File: src/rtl/dmq_pkg.sv
// ----------------------------------------------------------------------------
// dmq_pkg
// Shared types, constants and helpers for the delayed message queue.
// ----------------------------------------------------------------------------
package dmq_pkg;

  // queue geometry
  localparam int QUEUE_DEPTH = 16;
  localparam int CNT_W       = $clog2(QUEUE_DEPTH + 1);

  // field widths
  localparam int REQ_W   = 3;
  localparam int ID_W    = 16;
  localparam int BODY_W  = 32;
  localparam int DELAY_W = 24;
  localparam int TIME_W  = 32;
  localparam int STAT_W  = 2;
  localparam int QCNT_W  = 5;

  // stream widths
  localparam int IN_DATA_W  = 80;
  localparam int OUT_DATA_W = 56;

  // request codes
  localparam logic [REQ_W-1:0] REQ_POST   = 3'd0;
  localparam logic [REQ_W-1:0] REQ_CANCEL = 3'd1;
  localparam logic [REQ_W-1:0] REQ_TICK   = 3'd2;
  localparam logic [REQ_W-1:0] REQ_POLL   = 3'd3;
  localparam logic [REQ_W-1:0] REQ_STOP   = 3'd4;

  // status codes
  localparam logic [STAT_W-1:0] STAT_OK      = 2'd0;
  localparam logic [STAT_W-1:0] STAT_INVALID = 2'd1;
  localparam logic [STAT_W-1:0] STAT_FULL    = 2'd2;

  // one queue entry
  typedef struct packed {
    logic              valid;
    logic [TIME_W-1:0] due;
    logic [ID_W-1:0]   id;
    logic [BODY_W-1:0] body;
  } entry_t;

  localparam entry_t ENTRY_NONE = '0;

  // per-cycle operation applied by every cell
  typedef enum logic [2:0] {
    CELL_HOLD,
    CELL_INSERT,
    CELL_REMOVE,
    CELL_POP,
    CELL_CLEAR
  } cell_op_t;

  // command broadcast to the cell chain
  typedef struct packed {
    cell_op_t        op;
    entry_t          ins;
    logic [ID_W-1:0] key;
  } cell_cmd_t;

  // controller states
  typedef enum logic [1:0] {
    ST_IDLE,
    ST_EXEC,
    ST_CANCEL
  } state_t;

  // a is later than b in wrapping time
  function automatic logic later_than(input logic [TIME_W-1:0] a,
                                      input logic [TIME_W-1:0] b);
    logic [TIME_W-1:0] d;
    d = a - b;
    return (d != '0) && !d[TIME_W-1];
  endfunction

endpackage

File: src/rtl/dmq_cell.sv
// ----------------------------------------------------------------------------
// dmq_cell
// One slot of the sorted queue; shifts with its neighbors on insert, remove and pop.
// ----------------------------------------------------------------------------
module dmq_cell (
  input  logic              clk,
  input  logic              rst_n,
  input  dmq_pkg::cell_cmd_t cmd,
  input  dmq_pkg::entry_t   left_i,
  input  dmq_pkg::entry_t   right_i,
  input  logic              chain_i,
  output logic              chain_o,
  output dmq_pkg::entry_t   entry_o
);

  logic                           valid_r, valid_nxt;
  logic [dmq_pkg::TIME_W-1:0]     due_r;
  logic [dmq_pkg::ID_W-1:0]       id_r;
  logic [dmq_pkg::BODY_W-1:0]     body_r;
  logic                           cond;
  logic                           load;
  dmq_pkg::entry_t                nxt;

  assign entry_o = '{valid: valid_r, due: due_r, id: id_r, body: body_r};

  // local condition that starts the shifting region
  always_comb begin
    case (cmd.op)
      dmq_pkg::CELL_INSERT:
        cond = !valid_r || dmq_pkg::later_than(due_r, cmd.ins.due);
      dmq_pkg::CELL_REMOVE:
        cond = valid_r && (id_r == cmd.key);
      default:
        cond = 1'b0;
    endcase
  end

  assign chain_o = chain_i | cond;

  // next content of the slot
  always_comb begin
    nxt  = entry_o;
    load = 1'b0;
    case (cmd.op)
      dmq_pkg::CELL_INSERT: begin
        if (chain_i) begin
          nxt  = left_i;
          load = 1'b1;
        end else if (cond) begin
          nxt  = cmd.ins;
          load = 1'b1;
        end
      end
      dmq_pkg::CELL_REMOVE: begin
        if (chain_o) begin
          nxt  = right_i;
          load = 1'b1;
        end
      end
      dmq_pkg::CELL_POP: begin
        nxt  = right_i;
        load = 1'b1;
      end
      dmq_pkg::CELL_CLEAR: begin
        nxt  = dmq_pkg::ENTRY_NONE;
        load = 1'b1;
      end
      default: begin
        nxt  = entry_o;
        load = 1'b0;
      end
    endcase
    valid_nxt = nxt.valid;
  end

  // valid flag
  always_ff @(posedge clk) begin
    if (!rst_n) begin
      valid_r <= 1'b0;
    end else begin
      valid_r <= valid_nxt;
    end
  end

  // payload
  always_ff @(posedge clk) begin
    if (load) begin
      due_r  <= nxt.due;
      id_r   <= nxt.id;
      body_r <= nxt.body;
    end
  end

endmodule

File: src/rtl/delayed_message_queue_top.sv
// ----------------------------------------------------------------------------
// delayed_message_queue_top
// Deadline-ordered message queue with a millisecond clock.
// ----------------------------------------------------------------------------
// The queue is a row of QUEUE_DEPTH cells kept sorted by due time; an item is
// taken in the idle state and executed in the execute state that follows. A
// cancel on an empty or stopped queue is answered there as invalid; any other
// cancel moves on to the cancel state, where the cell chain removes one match
// per cycle by shifting the tail left, and a last step confirms no match
// remains. A new item is taken while a result still waits in the output
// register; execution waits only when that register is still full.
// ----------------------------------------------------------------------------
module delayed_message_queue_top (
  input  logic                              clk,
  input  logic                              rst_n,
  input  logic                              in_tvalid,
  output logic                              in_tready,
  // req_type[2:0], message_id[18:3], message_body[50:19], delay_ms[74:51]
  input  logic [dmq_pkg::IN_DATA_W-1:0]     in_tdata,
  output logic                              out_tvalid,
  input  logic                              out_tready,
  // status[1:0], delivered[2], out_id[18:3], out_body[50:19],
  // queue_count[55:51]
  output logic [dmq_pkg::OUT_DATA_W-1:0]    out_tdata
);

  localparam int D = dmq_pkg::QUEUE_DEPTH;

  dmq_pkg::state_t               state_r, state_nxt;
  logic [dmq_pkg::REQ_W-1:0]     req_r;
  logic [dmq_pkg::ID_W-1:0]      id_r;
  logic [dmq_pkg::BODY_W-1:0]    body_r;
  logic [dmq_pkg::TIME_W-1:0]    due_r;
  logic [dmq_pkg::TIME_W-1:0]    clock_r, clock_nxt;
  logic [dmq_pkg::CNT_W-1:0]     count_r, count_nxt;
  logic                          stopping_r, stopping_nxt;
  logic                          out_valid_r;
  logic [dmq_pkg::OUT_DATA_W-1:0] out_data_r;

  logic                          accept;
  logic                          slot_free;
  logic                          emit;
  logic [dmq_pkg::STAT_W-1:0]    res_status;
  logic                          res_got;
  logic [dmq_pkg::ID_W-1:0]      res_id;
  logic [dmq_pkg::BODY_W-1:0]    res_body;
  logic                          head_due;
  logic                          any_match;

  dmq_pkg::cell_cmd_t            cmd;
  dmq_pkg::entry_t               entries [D];
  dmq_pkg::entry_t               left_in [D];
  dmq_pkg::entry_t               right_in [D];
  logic [D:0]                    chain;
  logic [D-1:0]                  valid_vec;

  assign in_tready  = (state_r == dmq_pkg::ST_IDLE);
  assign accept     = in_tvalid && in_tready;
  assign slot_free  = !out_valid_r || out_tready;
  assign out_tvalid = out_valid_r;
  assign out_tdata  = out_data_r;

  // cell chain
  assign chain[0] = 1'b0;
  genvar gi;
  generate
    for (gi = 0; gi < D; gi++) begin : g_cell
      if (gi == 0) begin : g_first
        assign left_in[gi] = dmq_pkg::ENTRY_NONE;
      end else begin : g_mid_l
        assign left_in[gi] = entries[gi-1];
      end
      if (gi == D - 1) begin : g_last
        assign right_in[gi] = dmq_pkg::ENTRY_NONE;
      end else begin : g_mid_r
        assign right_in[gi] = entries[gi+1];
      end
      assign valid_vec[gi] = entries[gi].valid;

      dmq_cell u_cell (
        .clk     (clk),
        .rst_n   (rst_n),
        .cmd     (cmd),
        .left_i  (left_in[gi]),
        .right_i (right_in[gi]),
        .chain_i (chain[gi]),
        .chain_o (chain[gi+1]),
        .entry_o (entries[gi])
      );
    end
  endgenerate

  assign any_match = chain[D];
  assign head_due  = entries[0].valid && !dmq_pkg::later_than(entries[0].due, clock_r);

  // request register, due time added at intake
  always_ff @(posedge clk) begin
    if (accept) begin
      req_r  <= in_tdata[2:0];
      id_r   <= in_tdata[18:3];
      body_r <= in_tdata[50:19];
      due_r  <= clock_r + dmq_pkg::TIME_W'(in_tdata[74:51]);
    end
  end

  // control state
  always_ff @(posedge clk) begin
    if (!rst_n) begin
      state_r    <= dmq_pkg::ST_IDLE;
      clock_r    <= '0;
      count_r    <= '0;
      stopping_r <= 1'b0;
    end else begin
      state_r    <= state_nxt;
      clock_r    <= clock_nxt;
      count_r    <= count_nxt;
      stopping_r <= stopping_nxt;
    end
  end

  // request execution
  always_comb begin
    state_nxt    = state_r;
    clock_nxt    = clock_r;
    count_nxt    = count_r;
    stopping_nxt = stopping_r;
    emit         = 1'b0;
    res_status   = dmq_pkg::STAT_OK;
    res_got      = 1'b0;
    res_id       = '0;
    res_body     = '0;
    cmd.op       = dmq_pkg::CELL_HOLD;
    cmd.ins      = '{valid: 1'b1, due: due_r, id: id_r, body: body_r};
    cmd.key      = id_r;
    case (state_r)
      dmq_pkg::ST_IDLE: begin
        if (accept) begin
          state_nxt = dmq_pkg::ST_EXEC;
        end
      end
      dmq_pkg::ST_EXEC: begin
        if (req_r == dmq_pkg::REQ_CANCEL) begin
          if (stopping_r || count_r == '0) begin
            if (slot_free) begin
              emit       = 1'b1;
              res_status = dmq_pkg::STAT_INVALID;
              state_nxt  = dmq_pkg::ST_IDLE;
            end
          end else begin
            state_nxt = dmq_pkg::ST_CANCEL;
          end
        end else if (slot_free) begin
          emit      = 1'b1;
          state_nxt = dmq_pkg::ST_IDLE;
          case (req_r)
            dmq_pkg::REQ_POST: begin
              if (stopping_r) begin
                res_status = dmq_pkg::STAT_INVALID;
              end else if (count_r == dmq_pkg::CNT_W'(D)) begin
                res_status = dmq_pkg::STAT_FULL;
              end else begin
                cmd.op    = dmq_pkg::CELL_INSERT;
                count_nxt = count_r + dmq_pkg::CNT_W'(1);
              end
            end
            dmq_pkg::REQ_TICK: begin
              clock_nxt = clock_r + dmq_pkg::TIME_W'(1);
            end
            dmq_pkg::REQ_POLL: begin
              if (stopping_r) begin
                res_status = dmq_pkg::STAT_INVALID;
              end else if (head_due) begin
                res_got   = 1'b1;
                res_id    = entries[0].id;
                res_body  = entries[0].body;
                cmd.op    = dmq_pkg::CELL_POP;
                count_nxt = count_r - dmq_pkg::CNT_W'(1);
              end
            end
            dmq_pkg::REQ_STOP: begin
              stopping_nxt = 1'b1;
              cmd.op       = dmq_pkg::CELL_CLEAR;
              count_nxt    = '0;
            end
            default: begin
              res_status = dmq_pkg::STAT_INVALID;
            end
          endcase
        end
      end
      dmq_pkg::ST_CANCEL: begin
        // one matching entry leaves per cycle
        cmd.op = dmq_pkg::CELL_REMOVE;
        if (any_match) begin
          count_nxt = count_r - dmq_pkg::CNT_W'(1);
        end else if (slot_free) begin
          emit      = 1'b1;
          state_nxt = dmq_pkg::ST_IDLE;
        end
      end
      default: begin
        state_nxt = dmq_pkg::ST_IDLE;
      end
    endcase
  end

  // output register
  always_ff @(posedge clk) begin
    if (!rst_n) begin
      out_valid_r <= 1'b0;
    end else if (emit) begin
      out_valid_r <= 1'b1;
    end else if (out_tready) begin
      out_valid_r <= 1'b0;
    end
  end

  always_ff @(posedge clk) begin
    if (emit) begin
      out_data_r <= {dmq_pkg::QCNT_W'(count_nxt), res_body, res_id, res_got, res_status};
    end
  end

  // held entries form a prefix matching the count
  assert property (@(posedge clk) disable iff (!rst_n)
    ($countones(valid_vec) == int'(count_r)) && ((valid_vec & (valid_vec + 1'b1)) == '0))
    else $error("cell valid bits do not match the entry count");

  // count never exceeds the depth
  assert property (@(posedge clk) disable iff (!rst_n)
    count_r <= dmq_pkg::CNT_W'(D))
    else $error("entry count above queue depth");

  // a stopped queue stays empty
  assert property (@(posedge clk) disable iff (!rst_n)
    stopping_r |-> (count_r == '0))
    else $error("entries held while stopped");

  // a result is never written over one still waiting
  assert property (@(posedge clk) disable iff (!rst_n)
    emit |-> slot_free)
    else $error("result overwrites a pending result");

  // a cancel step with a match leaves exactly one entry fewer
  assert property (@(posedge clk) disable iff (!rst_n)
    (state_r == dmq_pkg::ST_CANCEL && any_match) |=> (count_r == $past(count_r) - 1'b1))
    else $error("cancel step did not remove one entry");

endmodule
File: config.mk
export PLATFORM = sky130hd
export DESIGN_NAME = delayed_message_queue_top
export DESIGN_NICKNAME = d
export VERILOG_FILES = /design/src/rtl/dmq_pkg.sv /design/src/rtl/dmq_cell.sv /design/src/rtl/delayed_message_queue_top.sv
export SDC_FILE = /design/constraint.sdc
export NUM_CORES = 2
export LEC_CHECK = 0
export ABC_AREA = 1
export BUFFER_PORTS_ARGS = -buffer_cell sky130_fd_sc_hd__buf_2
export CAP_MARGIN = 25
export CORE_MARGIN = 1
export CORE_UTILIZATION = 40
export DETAILED_ROUTE_END_ITERATION = 12
export RECOVER_POWER = 100
export SYNTH_ARGS = -nofsm -noshare
export SYNTH_HDL_FRONTEND = slang
export SYNTH_SLANG_ARGS = --single-unit
File: constraint.sdc
create_clock -name clk -period 13.5 [get_ports clk]
set_input_delay 2.7 -clock clk [delete_from_list [all_inputs] [get_ports clk]]
set_output_delay 2.7 -clock clk [all_outputs]
set_load 0.02 [all_outputs]
# Word-level counts from Yosys, hierarchy flattened
# Index checks and enable logic that the tools add are counted.
# classes
reduce_logical,151
muxes,180
addsub,21
bitwise,20
n_eq_ne,61
# op_table
cell,n
$pmux 81 s4,15
$mux 81,47
$reduce_bool 32->1,17
$sub 32x32->32,17
$eq 16x16->1,16
$pmux 81 s3,1
$reduce_and 4->1,18
$mux 1,58
$reduce_and 3->1,16
$ne 3x1->1 const B,15
$pmux 1 s3,15
$pmux 1 s2,18
$logic_and 1x1->1,35
$logic_not 1->1,35
$mux 5,7
$ne 2x1->1 const B,17
$add 32x1->32 const B,1
$add 32x24->32,1
$mux 2,11
$logic_or 1x1->1,18
$or 1x1->1,15
$pmux 5 s3,1
$eq 3x2->1 const B,4
$pmux 2 s3,2
23 further kinds,33
# totals
out_inout_bits,58
in_bits,84
register_bits,1476

# Longest topological paths before layout
# logic_depth
ltp_word,31
depth_mapped,38

# Modules after synthesis
# From an unflattened synthesis, not the netlist that was laid out.
# hier_totals
hier_cells,19363
hier_area_um2,129078.8
# modules_own_cells
mod,instances,seq_area_each_um2,area_per_inst_um2,cells_each
dmq_cell at g_cell[14].u_cell ...,10,2422.3,7385.8,1122
dmq_cell at g_cell[0].u_cell ...,5,2422.3,7359.6,1120
delayed_message_queue_top,1,4994.8,11064.4,1424
dmq_cell at g_cell[9].u_cell,1,2422.3,7358.3,1119

# Worst setup path after synthesis
# OpenSTA, ideal clock, no wires.
# synth_timing
path_type,in2reg
from,input out_tready
to,"register g_cell[3].u_cell.body_r[0] (netlist bit), enable pin"
setup_time_ns,0.434
cell_stages,15
setup_slack_ns,3.515
arrival_ns,9.551
path_cell_list,nor2_1 a21oi_1 inv_1 nor2_1 nand2_1 nor2_1 nand2_1 nand2_2 nor2_4 clkbuf_1 nand2_1 nor2_1 inv_1 nor2_1 inv_1
# synth_via
elab_chain_cells,12
elab_cells_between_ends,24
# synth_rtl
item,line_no,rtl
start: declaration,delayed_message_queue_top.sv:21,"input logic out_tready,"
$logic_or 1x1->1 (*),delayed_message_queue_top.sv:59,assign slot_free = !out_valid_r || out_tready;
$mux 3 (*),delayed_message_queue_top.sv:152,end else if (slot_free) begin
$mux 3 (*),delayed_message_queue_top.sv:142,if (req_r == dmq_pkg::REQ_CANCEL) begin
$pmux 3 s2 (*),delayed_message_queue_top.sv:135,case (state_r)
$eq 3x2->1 / $eq 3x1->1 (equally long branches),"dmq_cell.sv:28, dmq_cell.sv:44",
$pmux 1 s2,dmq_cell.sv:28,case (cmd.op)
$or 1x1->1 (3 in series),dmq_cell.sv:38,assign chain_o = chain_i | cond;
$mux 1,dmq_cell.sv:55,if (chain_o) begin
$pmux 1 s3,dmq_cell.sv:44,case (cmd.op)
$reduce_and 4->1 (no source line) (*),-,
end signal: assignment,dmq_cell.sv:90,body_r <= nxt.body;
end: declaration,dmq_cell.sv:19,logic [dmq_pkg::BODY_W-1:0] body_r;
# Every way passes the cells marked *; elsewhere a longest branch is shown, timed or not.
# A chain may end at the register's enable or synchronous reset.

# Final worst setup path
# layout_timing
from,register g_cell[0].u_cell.due_r[19] (netlist bit)
to,"register g_cell[0].u_cell.body_r[1] (netlist bit), enable pin"
# layout_via
elab_chain_cells,16
elab_cells_between_ends,30
# layout_rtl
item,line_no,rtl
start: declaration,dmq_cell.sv:17,logic [dmq_pkg::TIME_W-1:0] due_r;
start signal: assignment,dmq_cell.sv:88,due_r <= nxt.due;
$sub 32x32->32,dmq_pkg.sv:73,d = a - b;
$reduce_bool 32->1 / $logic_not 1->1 (equally long branches),dmq_pkg.sv:74,return (d != '0) && !d[TIME_W-1];
$logic_and 1x1->1,dmq_pkg.sv:74,
$logic_not 1->1,delayed_message_queue_top.sv:94,"assign head_due = entries[0].valid && !dmq_pkg::later_than(entries[0].due, clock_r);"
$logic_and 1x1->1,delayed_message_queue_top.sv:94,
$mux 2,delayed_message_queue_top.sv:172,end else if (head_due) begin
$mux 2,delayed_message_queue_top.sv:170,if (stopping_r) begin
$pmux 3 s3,delayed_message_queue_top.sv:155,case (req_r)
$mux 3,delayed_message_queue_top.sv:152,
$mux 3,delayed_message_queue_top.sv:142,
$pmux 3 s2,delayed_message_queue_top.sv:135,
$eq 3x2->1 / $eq 3x1->1 (equally long branches),"dmq_cell.sv:28, dmq_cell.sv:44",
$pmux 1 s2,dmq_cell.sv:28,
$mux 1,"dmq_cell.sv:49, dmq_cell.sv:55",
$pmux 1 s2,dmq_cell.sv:44,
$reduce_and 4->1 (no source line) (*),-,
end signal: assignment,dmq_cell.sv:90,
end: declaration,dmq_cell.sv:19,
# Marked as above.

==> metrics <==
static leakage 43.50 nW; Final HPWL DP 285400 um; clk_lat worst skew 0.90 ns; Routed WL per cell 24.99 um; cell count after synthesis 12988; port buffer count 136; clock buffer depth 3; Synth area leader edfxtp_1; num rows 187; worst path required time 13.95 ns; pwr dens 155.0 nW/um^2; internal power 10.67 mW; CTS resizes 0; CP Launch Type flop; Mapped Avg Cell Area 8.050 um^2; CP Max Fanout 42; clock power share 27.4%; met3 WL 38040 um; gr ovfl total 0; crit path time final 11.27 ns; Cell Chain, Critical Path ha_1 -> nand2_1 -> inv_2 -> nand2_1 -> nor3_1 -> nand3_1 -> nand3_1 -> nand2_1 -> nand2_1 -> nor2_1 -> nand2_1 -> nor2_1 -> nand3_1 -> nand2_1 -> nand3_1 -> a21oi_1 -> nor2_1 -> clkbuf_1 -> nand2_1 -> nand2_1 -> clkinvlp_2 -> nand2_4 -> clkbuf_2; area of the multi-input gates 53930 um^2; IO Pins 142; total track usage 29.95%; Final Skew 0.08915 ns; Sw Pwr 7.014 mW; Reg power frac 37.2%; wire length on met1 177900 um; H-tree depth 4; vias in the first global route 89668; RePlAce Congestion 0.9797; Seq/Total Area, Yosys 41.85%; Final Non-Filler Cells 16377; status finished with violations; Final setup viols 0; Residual DRC 0; NumNets Final 13485; total iterations of the first detailed-routing run 6; R2R Setup Slk 2.23 ns; die footprint 263400 um^2; max incr delay on CP 2.23 ns; top_reg_cell synth edfxtp_1; Via Count 98162; Inserted Clock Buffers 169; DP Area 108600 um^2; Sink Count 1476; Finished Core Util 43.91%; DRT antenna net count 0; Clock Tree Root clkbuf_16; RSZ-0062 raised after global routing false; clock slew at reported path FFs 0.06 ns; CTS tree done; most used cell along the critical path nand2_1; postcts setup bufs 0; synth top area cells edfxtp_1 41%, nand2_1 9.8%, ha_1 6.7%, o21ai_0 6.1%, nor2_1 4.6%; relative slew slack -295.0%; drt initial violations 12518; fin area 114000 um^2; wirelength, routed 409300 um; Net Sw Frac 39.67%; Fin Hold WS 0.5044 ns; count of cell types in the netlist 64; antenna violations before repair 12; Yosys top cell area share 40.76%; pre-CTS WS 3.142 ns; count of final max-slew check failures 1859; layout cell share with drive strength beyond 1 3.948%; Tot Pwr 17.68 mW; Seq. cell area 43750 um^2; placed cell count 16052; max frequency 0.08871 GHz; Layout area overhead 9.081%; setup slack after layout 2.227 ns; Die Span Y 513.3 um; Synth Cell Area 104600 um^2; syn nets 13648; worst ir drop on vdd 0.1479 mV; final hold viol count 0; register bit count reported by yosys 1476; commonest non-fill, non-tap cell in the layout nand2_1; Hold Path Class flop to flop; CP arrival 11.73 ns; slowest stage cell, crit path clkinvlp_2; Ys Warns 0; critical path type flop to flop; most frequent cells in the layout 2734 x nand2_1, 1419 x edfxtp_1, 1291 x nor2_1, 1278 x o21ai_0, 1179 x inv_1; Setup crit end kind flop; WL met2 179600 um; Max Used Layer met5; fraction of registers with async set/reset 0%; initial core utilization 40.26%; setup_tns 0 ns; Die X 513.3 um; max-capacitance violation count 36; core area 259700 um^2; failing checks capacitance limit, slew limit; via density per instance 5.994; fillers 26095; cts-stage hold buffer count 0; EDFF count, synth 1419; measured slew at the worst slew-check pin 5.926 ns; fin crit share 83.50%; global-route wire length before repair 599100 um; combinational fraction of design power 35.4%; largest net degree at the start of global routing 196
-- layer usage --
metal / GRT usage, % / vias to the layer above
met2: 46.14 / 4971
met3: 4.520 / 712
met1: 42.85 / 47157
met5: 0 / -
li1: - / 45318
met4: 9.614 / 4
-- path summary, 6_finish.rpt --
check | start | endpoint | depth (start not counted)
worst min-delay path | clock_r[31]$_SDFFE_PN0P_ | clock_r[31]$_SDFFE_PN0P_ | 1
worst max-delay path | g_cell[0].u_cell.due_r[19]$_DFFE_PP_ | g_cell[0].u_cell.body_r[1]$_DFFE_PP_ | 23
worst min register to register | clock_r[31]$_SDFFE_PN0P_ | clock_r[31]$_SDFFE_PN0P_ | 1
worst max register to register | g_cell[0].u_cell.due_r[19]$_DFFE_PP_ | g_cell[0].u_cell.body_r[1]$_DFFE_PP_ | 23
-- flip-flops by register name (all words and copies together) (netlist names) --
register	count
state_r	2
count_r	5
g_cell.u_cell.body_r	512
g_cell.u_cell.id_r	256
out_tdata	56
id_r	16
g_cell.u_cell.valid_r	16
clock_r	32
due_r	32
out_tvalid	1
stopping_r	1
body_r	32
g_cell.u_cell.due_r	512
req_r	3
-- power groups by stage --
stage	combinational, mW	sequential [mW]	clock, mW
finish	6.26	6.58	4.84
floorplan	4.18	6.47	0
global route	6.80	6.63	5.02
global placement	6.01	6.64	0
detailed placement	6.07	6.63	0
CTS	6.09	6.55	4.87
-- Yosys cell counts (all sizes together) (10+ instances only) --
library cell / count
nand2: 2742
edfxtp: 1419
nor2: 1298
o21ai: 1283
inv: 1199
a21oi: 792
nand3: 787
ha: 558
clkbuf: 530
o211ai: 415
xor2: 403
xnor2: 220
o22ai: 186
nand4: 151
a32o: 138
o221ai: 117
nor3: 112
buf: 98
nor4: 73
dfxtp: 57
o21bai: 56
a31oi: 55
a21o: 52
o21a: 41
a21boi: 24
or2: 23
nand3b: 20
fa: 18
a211oi: 16
a221oi: 15
nor3b: 11
o2111ai: 11
o31ai: 11
clkinv: 10
-- kinds of logic after synthesis --
family,after synthesis,synth area share [%]
buffers and inverters,1837,6.623
xor gates and xnor gates,623,5.219
AOI/OAI and AO/OA,3242,18.58
DFF,1476,41.85
adders and majority gates,576,7.022
and+or+nand+nor,5234,20.71
-- worst max-delay path, delay by kind of cell, from the launching register on --
family                     cells  cell delay (ns)
AOI/OAI and AO/OA              1             0.21
adders and majority gates      1             0.51
buffers and inverters          4             4.59
DFF                            1             0.57
and+or+nand+nor               17             4.87
-- area by class of cell --
type                       instances  share of cell area, %
antenna                            8                0.01755
clock buffer                     195                  3.874
clock inverter                   118                  1.104
inverter                        1209                  4.022
multi-input combinational       9675                  47.29
sequential                      1476                  38.36
tap                             3402                  3.732
timing repair buffer             294                  1.600
Note: power is estimated with default switching activity, not from simulation.
